[src/rtl/command_packet_framer_defines.svh]
// Assertion macros for the framer RTL.
`ifndef COMMAND_PACKET_FRAMER_DEFINES_SVH
`define COMMAND_PACKET_FRAMER_DEFINES_SVH

// Same-cycle implication, sampled on the rising clock edge outside reset.
`define CPF_ASSERT_IMPL(lbl, ante, cons) \
  lbl: assert property (@(posedge clk_i) disable iff (!rst_ni) (ante) |-> (cons)) \
    else $error("command_packet_framer: check failed");

// Next-cycle implication, sampled on the rising clock edge outside reset.
`define CPF_ASSERT_NEXT(lbl, ante, cons) \
  lbl: assert property (@(posedge clk_i) disable iff (!rst_ni) (ante) |=> (cons)) \
    else $error("command_packet_framer: check failed");

`endif

[src/rtl/cpf_pkg.sv]
`default_nettype none

package cpf_pkg;

  localparam int unsigned ByteW     = 8;
  localparam int unsigned LenW      = 16;
  localparam int unsigned AddrW     = 32;
  localparam int unsigned FrameMax  = 12;
  localparam int unsigned CntW      = $clog2(FrameMax + 1);

  localparam logic [ByteW-1:0] HdrHi       = 8'hEF;
  localparam logic [ByteW-1:0] HdrLo       = 8'h01;
  localparam logic [LenW-1:0]  LenOverhead = 16'd2;
  localparam logic [AddrW-1:0] AddrReset   = 32'hFFFF_FFFF;

  localparam logic [CntW-1:0] CntFirstOpen  = CntW'(10);
  localparam logic [CntW-1:0] CntFirstClose = CntW'(12);
  localparam logic [CntW-1:0] CntMidOpen    = CntW'(1);
  localparam logic [CntW-1:0] CntMidClose   = CntW'(3);

  typedef struct packed {
    logic [ByteW-1:0] data_byte;
    logic [LenW-1:0]  content_length;
    logic [ByteW-1:0] packet_id;
  } item_t;

  typedef struct packed {
    logic [FrameMax-1:0][ByteW-1:0] bytes;
    logic [CntW-1:0]                count;
    logic                           closes;
  } frame_t;

endpackage

`default_nettype wire

[src/rtl/command_packet_framer.sv]
// Channel        Direction  Width  Contents
// s_axis         in         32     packet_id, content_length, data_byte
// m_axis         out        8      tx_byte, with tlast as end_of_packet
// cfg            in         32     device_address, write only
//
// An input transfer yields 1, 3, 10 or 12 output bytes, one byte per cycle
// while m_axis_tready is high; 10 or 12 for a packet's first byte, 1 or 3 later.
// A one-item input register lets the next item in while bytes still drain.
// A frame loads when the output shift register is empty or its last byte leaves.
// Reset restores the address to all ones and waits for a packet's first byte.
`default_nettype none

`include "command_packet_framer_defines.svh"

module command_packet_framer import cpf_pkg::*; (
  input  wire logic        clk_i,
  input  wire logic        rst_ni,
  input  wire logic        s_axis_tvalid_i,
  output logic             s_axis_tready_o,
  // [7:0] packet_id, [23:8] content_length, [31:24] data_byte
  input  wire logic [31:0] s_axis_tdata_i,
  output logic             m_axis_tvalid_o,
  input  wire logic        m_axis_tready_i,
  // [7:0] tx_byte
  output logic [7:0]       m_axis_tdata_o,
  output logic             m_axis_tlast_o,
  input  wire logic        cfg_we_i,
  input  wire logic [31:0] cfg_wdata_i
);

  item_t           item;
  logic            item_valid;
  logic            frame_ready;
  logic            load;
  frame_t          frame;
  logic [CntW-1:0] emit_cnt;

  assign load = item_valid && frame_ready;

  cpf_input_stage u_input_stage (
    .clk_i        (clk_i),
    .rst_ni       (rst_ni),
    .in_valid_i   (s_axis_tvalid_i),
    .in_ready_o   (s_axis_tready_o),
    .in_item_i    (item_t'(s_axis_tdata_i)),
    .load_i       (load),
    .item_valid_o (item_valid),
    .item_o       (item)
  );

  cpf_frame_builder u_frame_builder (
    .clk_i       (clk_i),
    .rst_ni      (rst_ni),
    .cfg_we_i    (cfg_we_i),
    .cfg_wdata_i (cfg_wdata_i),
    .load_i      (load),
    .item_i      (item),
    .frame_o     (frame)
  );

  cpf_byte_emitter u_byte_emitter (
    .clk_i         (clk_i),
    .rst_ni        (rst_ni),
    .load_i        (load),
    .frame_i       (frame),
    .frame_ready_o (frame_ready),
    .count_o       (emit_cnt),
    .out_valid_o   (m_axis_tvalid_o),
    .out_ready_i   (m_axis_tready_i),
    .out_byte_o    (m_axis_tdata_o),
    .out_last_o    (m_axis_tlast_o)
  );

  `CPF_ASSERT_IMPL(a_cnt_bound, 1'b1, emit_cnt <= CntW'(FrameMax))
  `CPF_ASSERT_IMPL(a_last_on_final, m_axis_tvalid_o && m_axis_tlast_o, emit_cnt == CntW'(1))
  `CPF_ASSERT_IMPL(a_load_when_drained, load,
                   emit_cnt == '0 || (emit_cnt == CntW'(1) && m_axis_tready_i))
  `CPF_ASSERT_NEXT(a_idle_after_last,
                   m_axis_tvalid_o && m_axis_tready_i && m_axis_tlast_o && !load,
                   !m_axis_tvalid_o)

endmodule

`default_nettype wire

[src/rtl/cpf_input_stage.sv]
`default_nettype none

module cpf_input_stage import cpf_pkg::*; (
  input  wire logic  clk_i,
  input  wire logic  rst_ni,
  input  wire logic  in_valid_i,
  output logic       in_ready_o,
  input  wire item_t in_item_i,
  input  wire logic  load_i,
  output logic       item_valid_o,
  output item_t      item_o
);

  logic  valid_q, valid_d;
  item_t item_q;

  assign in_ready_o   = !valid_q || load_i;
  assign item_valid_o = valid_q;
  assign item_o       = item_q;

  always_comb begin
    valid_d = valid_q;
    if (in_valid_i && in_ready_o) begin
      valid_d = 1'b1;
    end else if (load_i) begin
      valid_d = 1'b0;
    end
  end

  always_ff @(posedge clk_i or negedge rst_ni) begin
    if (!rst_ni) begin
      valid_q <= 1'b0;
    end else begin
      valid_q <= valid_d;
    end
  end

  always_ff @(posedge clk_i) begin
    if (in_valid_i && in_ready_o) begin
      item_q <= in_item_i;
    end
  end

endmodule

`default_nettype wire

[src/rtl/cpf_frame_builder.sv]
`default_nettype none

module cpf_frame_builder import cpf_pkg::*; (
  input  wire logic             clk_i,
  input  wire logic             rst_ni,
  input  wire logic             cfg_we_i,
  input  wire logic [AddrW-1:0] cfg_wdata_i,
  input  wire logic             load_i,
  input  wire item_t            item_i,
  output frame_t                frame_o
);

  logic [AddrW-1:0] addr_q;
  logic [LenW-1:0]  sum_q, sum_d;
  logic [LenW-1:0]  rem_q, rem_d;
  logic             in_pkt_q, in_pkt_d;

  logic [LenW-1:0] len_eff;
  logic [LenW-1:0] pkt_len;
  logic [LenW-1:0] sum_base;
  logic [LenW-1:0] sum_new;
  logic [LenW-1:0] rem_base;
  logic [LenW-1:0] rem_new;
  logic            closes;

  always_comb begin
    len_eff  = (item_i.content_length == '0) ? LenW'(1) : item_i.content_length;
    pkt_len  = len_eff + LenOverhead;
    sum_base = in_pkt_q ? sum_q
             : LenW'(item_i.packet_id) + LenW'(pkt_len[LenW-1:ByteW])
               + LenW'(pkt_len[ByteW-1:0]);
    sum_new  = sum_base + LenW'(item_i.data_byte);
    rem_base = in_pkt_q ? rem_q : len_eff;
    rem_new  = rem_base - LenW'(1);
    closes   = (rem_new == '0);

    frame_o        = '0;
    frame_o.closes = closes;
    if (!in_pkt_q) begin
      frame_o.bytes[0]  = HdrHi;
      frame_o.bytes[1]  = HdrLo;
      frame_o.bytes[2]  = addr_q[31:24];
      frame_o.bytes[3]  = addr_q[23:16];
      frame_o.bytes[4]  = addr_q[15:8];
      frame_o.bytes[5]  = addr_q[7:0];
      frame_o.bytes[6]  = item_i.packet_id;
      frame_o.bytes[7]  = pkt_len[LenW-1:ByteW];
      frame_o.bytes[8]  = pkt_len[ByteW-1:0];
      frame_o.bytes[9]  = item_i.data_byte;
      frame_o.bytes[10] = sum_new[LenW-1:ByteW];
      frame_o.bytes[11] = sum_new[ByteW-1:0];
      frame_o.count     = closes ? CntFirstClose : CntFirstOpen;
    end else begin
      frame_o.bytes[0]  = item_i.data_byte;
      frame_o.bytes[1]  = sum_new[LenW-1:ByteW];
      frame_o.bytes[2]  = sum_new[ByteW-1:0];
      frame_o.count     = closes ? CntMidClose : CntMidOpen;
    end

    sum_d    = sum_q;
    rem_d    = rem_q;
    in_pkt_d = in_pkt_q;
    if (load_i) begin
      sum_d    = closes ? '0 : sum_new;
      rem_d    = rem_new;
      in_pkt_d = !closes;
    end
  end

  always_ff @(posedge clk_i or negedge rst_ni) begin
    if (!rst_ni) begin
      addr_q   <= AddrReset;
      sum_q    <= '0;
      rem_q    <= '0;
      in_pkt_q <= 1'b0;
    end else begin
      if (cfg_we_i) begin
        addr_q <= cfg_wdata_i;
      end
      sum_q    <= sum_d;
      rem_q    <= rem_d;
      in_pkt_q <= in_pkt_d;
    end
  end

endmodule

`default_nettype wire

[src/rtl/cpf_byte_emitter.sv]
`default_nettype none

module cpf_byte_emitter import cpf_pkg::*; (
  input  wire logic             clk_i,
  input  wire logic             rst_ni,
  input  wire logic             load_i,
  input  wire frame_t           frame_i,
  output logic                  frame_ready_o,
  output logic [CntW-1:0]       count_o,
  output logic                  out_valid_o,
  input  wire logic             out_ready_i,
  output logic [ByteW-1:0]      out_byte_o,
  output logic                  out_last_o
);

  logic [FrameMax-1:0][ByteW-1:0] buf_q, buf_d;
  logic [CntW-1:0]                cnt_q, cnt_d;
  logic                           closes_q, closes_d;
  logic                           pop;

  assign out_valid_o   = (cnt_q != '0);
  assign out_byte_o    = buf_q[0];
  assign out_last_o    = closes_q && (cnt_q == CntW'(1));
  assign pop           = out_valid_o && out_ready_i;
  assign frame_ready_o = (cnt_q == '0) || ((cnt_q == CntW'(1)) && out_ready_i);
  assign count_o       = cnt_q;

  always_comb begin
    buf_d    = buf_q;
    cnt_d    = cnt_q;
    closes_d = closes_q;
    if (load_i) begin
      buf_d    = frame_i.bytes;
      cnt_d    = frame_i.count;
      closes_d = frame_i.closes;
    end else if (pop) begin
      buf_d = {ByteW'(0), buf_q[FrameMax-1:1]};
      cnt_d = cnt_q - CntW'(1);
    end
  end

  always_ff @(posedge clk_i or negedge rst_ni) begin
    if (!rst_ni) begin
      cnt_q    <= '0;
      closes_q <= 1'b0;
    end else begin
      cnt_q    <= cnt_d;
      closes_q <= closes_d;
    end
  end

  always_ff @(posedge clk_i) begin
    buf_q <= buf_d;
  end

endmodule

`default_nettype wire
[config.mk]
export PLATFORM = sky130hd
export DESIGN_NAME = command_packet_framer
export DESIGN_NICKNAME = d
export VERILOG_FILES = /design/src/rtl/cpf_pkg.sv /design/src/rtl/command_packet_framer.sv /design/src/rtl/cpf_input_stage.sv /design/src/rtl/cpf_frame_builder.sv /design/src/rtl/cpf_byte_emitter.sv
export VERILOG_INCLUDE_DIRS = /design/src /design/src/rtl
export SDC_FILE = /design/constraint.sdc
export NUM_CORES = 1
export LEC_CHECK = 0
export BUFFER_PORTS_ARGS = -buffer_cell sky130_fd_sc_hd__buf_2
export CORE_UTILIZATION = 45
export DETAILED_ROUTE_END_ITERATION = 7
export GPL_TIMING_DRIVEN = 0
export SYNTH_ARGS = -nofsm -noshare
export SYNTH_HDL_FRONTEND = slang
export SYNTH_SLANG_ARGS = --single-unit
[constraint.sdc]
create_clock -name clk_i -period 12.3 [get_ports clk_i]
set_clock_uncertainty 0.2 [all_clocks]
set_input_delay 0.615 -clock clk_i [delete_from_list [all_inputs] [get_ports clk_i]]
set_output_delay 0.615 -clock clk_i [all_outputs]
set_load 0.03 [all_outputs]
Yosys cells after proc, flatten, opt, wreduce, memory -nomap -nowiden. Cells that the tools add are included.

Bits in registers: 199. Bits in latches: 0. Memory bits (writable): 0. Bits in read-only memories: 0. Input port bits: 69. Output and inout port bits: 11. Logic and storage cells: 58. Memories: 0.

Add/sub/neg operators: 6. Multipliers: 0. Div/mod/pow operators: 0. $lt $le $gt $ge: 0. Equal/unequal tests: 1. Shift-type cells: 0. Multiplexer cells: 14. Bitwise gates (word level): 0. Reductions and logical operators: 15.

Operator list (count): 96-bit 2-to-1 mux (2); 72-bit 2-to-1 mux (1); 16-bit 2-to-1 mux (4); 16-bit by 8-bit adder with 16-bit output (2); 16-bit zero test (2); 28-bit 2-to-1 mux (1); 16-bit by 2-bit adder with 16-bit output (second input constant) (1); 16-bit by 1-bit subtractor with 16-bit output (second input constant) (1); 8-bit by 8-bit adder with 9-bit output (1); 4-bit 2-to-1 mux (2); 1-bit logical AND (5); 4-bit by 1-bit == test with 1-bit output (second input constant) (1); 4-bit zero test (1); 2-bit nonzero test (2); 4-bit nonzero test (1); 4-bit by 1-bit subtractor with 4-bit output (second input constant) (1); 3-bit 2-to-1 mux (1); 1-bit zero test (2); 1-bit logical OR (2); 1-bit 2-to-1 mux (2); 2-bit 2-to-1 mux (1).

Longest topological paths before layout.
Depth in word-level cells: 9. Gate-level depth with buffers: 28. Gate-level depth less buffers: 27.

Modules after synthesis. From an unflattened synthesis, not the netlist that was laid out.

Cells, all modules: 899. Area, all modules: 10821.6 µm².

By module, submodules not included: cpf_frame_builder (instances 1, cells each 615, area each 5454.0 µm², sequential area each 1666.6 µm²); cpf_byte_emitter (instances 1, cells each 247, area each 4346.7 µm², sequential area each 3007.9 µm²); cpf_input_stage (instances 1, cells each 36, area each 1014.7 µm², sequential area each 985.9 µm²); command_packet_framer (instances 1, cells each 1, area each 6.3 µm², sequential area each 0.0 µm²).

Worst setup path before layout. OpenSTA, ideal clock, no wires.

Path kind: flip-flop to flip-flop. Start: reg u_input_stage.item_q, in the netlist u_input_stage.item_o[11]. End: reg u_byte_emitter.buf_q[12] (netlist bit), data pin. Setup time: 0.264 ns. Data arrival time: 4.780 ns. Setup slack: 7.057 ns. Stages on the path, launching flop included: 27. Buffers on the path: 1. Clock period less this slack: 5.243 ns. Cell sequence: edfxtp_1 > clkbuf_1 > and3_1 > and2_1 > nand4_1 > xor2_1 > inv_1 > ha_1 > a21o_1 > a21oi_1 > o21bai_1 > a21oi_1 > xnor2_1 > ha_1 > inv_1 > nor2_1 > a21o_1 > a21oi_1 > xor2_1 > o21ai_0 > ha_1 > nor2_1 > nor2_1 > o41ai_1 > or4b_2 > xnor2_1 > o21ai_0.

RTL lines: from (decl) (RTL line cpf_input_stage.sv:15) `item_t item_q;`; from (signal assigned) (RTL line cpf_input_stage.sv:40) `item_q <= in_item_i;`; to (signal assigned) (RTL line cpf_byte_emitter.sv:53) `buf_q <= buf_d;`; to (decl) (RTL line cpf_byte_emitter.sv:16) `logic [FrameMax-1:0][ByteW-1:0] buf_q, buf_d;`.

==> impl_results.html <==
<table>
<tr><th>Metric</th><th>Value</th></tr>
<tr><th colspan="2">Outcome</th></tr>
<tr><td>Status</td><td>complete, but fails checks</td></tr>
<tr><td>Violated checks</td><td>DRC</td></tr>
<tr><th colspan="2">Setup path</th></tr>
<tr><td>Data required, critical path</td><td>12.28 ns</td></tr>
<tr><td>Data arrival at the endpoint of the critical path</td><td>6.43 ns</td></tr>
<tr><td>Startpoint type of the worst setup path</td><td>register</td></tr>
<tr><td>Crit Path Max Fanout</td><td>10</td></tr>
<tr><td>Worst Reg-to-Reg Cells</td><td>26</td></tr>
<tr><td>Critical path start-end classification</td><td>register to register</td></tr>
<tr><td>Endpoint kind of the worst setup timing path</td><td>register</td></tr>
<tr><th colspan="2">CTS</th></tr>
<tr><td>Number of buffers added for setup after CTS</td><td>0</td></tr>
<tr><td>Clock transition at the registers of the reported paths</td><td>0.08 ns</td></tr>
<tr><td>Number of H-tree levels</td><td>4</td></tr>
<tr><td>Resized Gates After CTS</td><td>0</td></tr>
<tr><td>Clock root buffer master</td><td>clkbuf_16</td></tr>
<tr><td>Clock Sink Count</td><td>199</td></tr>
<tr><td>Num CTS Buffers</td><td>17</td></tr>
<tr><td>CTS tree</td><td>yes</td></tr>
<tr><td>Later-pin clock latency in the skew report</td><td>0.45 ns</td></tr>
<tr><td>Count of hold-fix buffers inserted at cts</td><td>1</td></tr>
<tr><td>Maximum count of clock buffers along a single path</td><td>2</td></tr>
<tr><th colspan="2">Hold path</th></tr>
<tr><td>Hold/Removal Path Class</td><td>input port to register</td></tr>
<tr><td>Number of stages on the worst hold path</td><td>1</td></tr>
<tr><th colspan="2">Synth</th></tr>
<tr><td>FFs w/ async S/R, synth</td><td>0.357</td></tr>
<tr><td>Number of nets in the synthesized netlist</td><td>about 1.1k</td></tr>
<tr><td>Yosys cell types</td><td>between 50 and 60</td></tr>
<tr><td>Post-synthesis instance area</td><td>approximately 10000 µm²</td></tr>
<tr><td>Dominant cell type by area after synthesis</td><td>edfxtp_1</td></tr>
<tr><td>Primary FF master, synth</td><td>edfxtp_1</td></tr>
<tr><td>Instance count of the mapped netlist</td><td>between 900 and 1k</td></tr>
<tr><td>Post-synth EDFFs</td><td>approximately 130</td></tr>
<tr><td>Synthesis Warnings</td><td>0</td></tr>
<tr><td>Number of synthesized register bits</td><td>~200</td></tr>
<tr><td>Area fraction of the dominant cell type after synthesis</td><td>0.376</td></tr>
<tr><td>Sequential fraction of the synthesis area</td><td>0.554</td></tr>
<tr><td>Mean post-synth cell area</td><td>10.7 µm²</td></tr>
<tr><td>Top cells by area in the synthesized netlist</td><td>edfxtp_1 38%, dfrtp_1 9.6%, dfstp_2 8.2%</td></tr>
<tr><th colspan="2">Floorplanning</th></tr>
<tr><td>Initial core utilization</td><td>0.464</td></tr>
<tr><td>Die height</td><td>between 150 and 200 µm</td></tr>
<tr><td>Row Count</td><td>between 50 and 60</td></tr>
<tr><td>Die area</td><td>approximately 23000 µm²</td></tr>
<tr><td>Number of ports placed on the die boundary</td><td>80</td></tr>
<tr><td>Core box area</td><td>roughly 22000 µm²</td></tr>
<tr><td>Horizontal extent of the die</td><td>153 µm</td></tr>
<tr><th colspan="2">Detailed routing</th></tr>
<tr><td>Vias after detailed routing</td><td>roughly 7.6k</td></tr>
<tr><td>DRT Pass-1 Iters</td><td>8</td></tr>
<tr><td>Avg Vias per Cell</td><td>roughly 5.6</td></tr>
<tr><td>Routed WL per cell</td><td>between 15 and 20 µm</td></tr>
<tr><td>Number of design-rule violations left by the first detailed-router iteration</td><td>669</td></tr>
<tr><td>Post-Route WL</td><td>26400 µm</td></tr>
<tr><td>Number of remaining DRC errors</td><td>1</td></tr>
<tr><td>Antenna violation net count after detailed routing</td><td>0</td></tr>
<tr><th colspan="2">Timing</th></tr>
<tr><td>Worst rel slew slack</td><td>0.431</td></tr>
<tr><td>Setup violators final</td><td>0</td></tr>
<tr><td>Final min period</td><td>6.45 ns</td></tr>
<tr><td>Max-slew violations</td><td>0</td></tr>
<tr><td>Final Hold Violating Endpoints</td><td>0</td></tr>
<tr><td>Sum of negative setup slack</td><td>0 ns</td></tr>
<tr><td>Pin slew with the least headroom to its limit</td><td>about 0.85 ns</td></tr>
<tr><td>Crit share post-route</td><td>0.524</td></tr>
<tr><td>Setup repair after global routing missed its margin</td><td>false</td></tr>
<tr><td>Minimum setup slack in the final design</td><td>between 5 and 6 ns</td></tr>
<tr><td>Maximum clock frequency</td><td>approximately 0.16 GHz</td></tr>
<tr><th colspan="2">Global route</th></tr>
<tr><td>Wire length of the first global-routing pass</td><td>~41000 µm</td></tr>
<tr><td>Maximum number of pins on one net before global-route repair</td><td>66</td></tr>
<tr><td>GRT Resource Usage Total</td><td>0.233</td></tr>
<tr><td>Total global routing overflow</td><td>0</td></tr>
<tr><td>Antenna violations before repair</td><td>0</td></tr>
<tr><td>Vias in the first global route</td><td>approximately 7.2k</td></tr>
<tr><th colspan="2">Place</th></tr>
<tr><td>Pre-CTS setup slack</td><td>5.99 ns</td></tr>
<tr><td>PortBufs</td><td>78</td></tr>
<tr><td>Gpl congestion</td><td>0.902</td></tr>
<tr><td>Post-DP HPWL</td><td>between 15000 and 20000 µm</td></tr>
<tr><th colspan="2">Power and ir drop</th></tr>
<tr><td>Power density relative to cell area</td><td>around 230 nW/µm²</td></tr>
<tr><td>Max VDD drop</td><td>roughly 0.00011 V</td></tr>
<tr><td>Static leakage</td><td>around 4.7 nW</td></tr>
<tr><th colspan="2">Layout</th></tr>
<tr><td>Share of cells above drive strength 1</td><td>0.192</td></tr>
<tr><td>N_diodes</td><td>0</td></tr>
<tr><td>Area growth, synth to finish</td><td>13.7%</td></tr>
<tr><td>Count of filler cells inserted in the layout</td><td>roughly 2.0k</td></tr>
<tr><td>Number of nets in the finished design</td><td>around 1.2k</td></tr>
<tr><th colspan="2">Run</th></tr>
<tr><td># Max-Cap Violations</td><td>0</td></tr>
</table>
==> synth_stat cells, types with 13 or more instances <==
master	number
xnor2_1	29
o21ai_0	86
a21oi_1	26
xor2_1	22
nor2_1	60
edfxtp_1	128
ha_1	31
mux2i_1	14
dfstp_2	32
nand2_1	155
inv_1	24
a22o_1	13
nand3_1	17
dfrtp_1	39
clkbuf_1	44
o31ai_1	21
nor3_1	20
mux2_2	39
==> metrics by stage <==
stage / cells / total power [mW] / utilization / area [µm²] / hold slack [ns]
CTS: 1343 / 2.72 / 0.527 / 11600 / 0.127
global route: 1343 / 2.90 / 0.527 / 11600 / 0.119
global placement: 1308 / 2.14 / 0.497 / 11000 / 0.261
floorplan: 950 / 1.81 / - / 10200 / 0.119
finish: 1343 / 2.73 / 0.527 / 11600 / 0.136
detailed placement: 1310 / 2.16 / 0.500 / 11000 / 0.252
==> power breakdown <==
group	switching [mW]	total, mW	internal (mW)
registers	0.0864	0.999	0.912
clock network	0.276	0.564	0.288
logic	0.747	1.17	0.418
==> critical path, cell delays in order, from the launching register on <==
cell	delay (ns)
edfxtp_1	0.33
clkbuf_1	0.53
clkbuf_1	0.16
ha_1	0.24
nand4_1	0.13
xor2_1	0.40
inv_1	0.09
ha_1	0.28
a21o_1	0.18
a21oi_1	0.22
o21bai_1	0.09
a21oi_1	0.25
xnor2_1	0.16
ha_1	0.28
inv_1	0.08
nor2_1	0.06
a21o_1	0.16
a21oi_1	0.16
xor2_1	0.32
o21ai_0	0.13
ha_1	0.34
nor2_1	0.06
nor2_1	0.12
o41ai_1	0.16
or4b_2	0.72
xnor2_1	0.23
o21ai_0	0.11
==> registers in the layout (all words and copies together) (netlist names) <==
name	count
u_byte_emitter.count_o	4
u_input_stage.item_o	32
u_frame_builder.sum_q	16
u_byte_emitter.closes_q	1
u_frame_builder.in_pkt_q	1
u_byte_emitter.buf_q	88
u_byte_emitter.out_byte_o	8
u_frame_builder.rem_q	16
u_frame_builder.addr_q	32
u_input_stage.item_valid_o	1
==> cell families after synthesis <==
| group | synth area share |
|---|---|
| muxes | 0.0567 |
| xor gates and xnor gates | 0.0437 |
| adders and majority gates | 0.0439 |
| and+or+nand+nor | 0.141 |
| DFF | 0.554 |
| AOI/OAI and AO/OA | 0.124 |
| buffers and inverters | 0.0366 |
==> per-layer routing <==
layer | vias to the layer above | track usage | share of wire
li1 | 3604 | - | -
met1 | 3687 | 0.330 | 0.46
met2 | 241 | 0.363 | 0.46
met3 | 27 | 0.0481 | 0.063
met4 | 0 | 0.0659 | 0.017
met5 | - | 0 | 0
==> cells in the final DEF, fill, tap and decap left out, types with 26 or more instances in the layout <==
cell type  Yosys  final
xnor2_1       29     29
a21oi_1       26     26
nor2_1        60     60
ha_1          31     31
edfxtp_1     128    128
nand2_1      155    155
clkbuf_1      44     44
mux2_2        39     38
o21ai_0       86     86
dfrtp_1       39     39
buf_2          2     79
dfstp_2       32     32
==> layout make-up <==
| class | instances | area, µm² | share of cell area |
|---|---|---|---|
| clock buffer | 17 | 425 | 0.0366 |
| multi-input combinational | 662 | 4180 | 0.360 |
| buffer | 64 | 280 | 0.0241 |
| tap | 280 | 350 | 0.0302 |
| clock inverter | 15 | 164 | 0.0141 |
| timing repair buffer | 81 | 458 | 0.0394 |
| inverter | 25 | 93.8 | 0.00808 |
| sequential | 199 | 5660 | 0.487 |
==> worst paths after layout <==
path / start / end / slack, ns
setup / recovery: u_input_stage.item_o[9] / u_byte_emitter.buf_q[12] / 5.85
hold / removal: s_axis_tdata_i[16] / u_input_stage.item_o[16] / 0.14
setup reg to reg: u_input_stage.item_o[9] / u_byte_emitter.buf_q[12] / 5.85
hold reg to reg: u_frame_builder.sum_q[1] / u_frame_builder.sum_q[1] / 0.29
max in group asynchronous: rst_ni / u_frame_builder.addr_q[26] / 10.94
min in group asynchronous: rst_ni / u_frame_builder.rem_q[6] / 0.33
(Power assumes the default switching activity.)
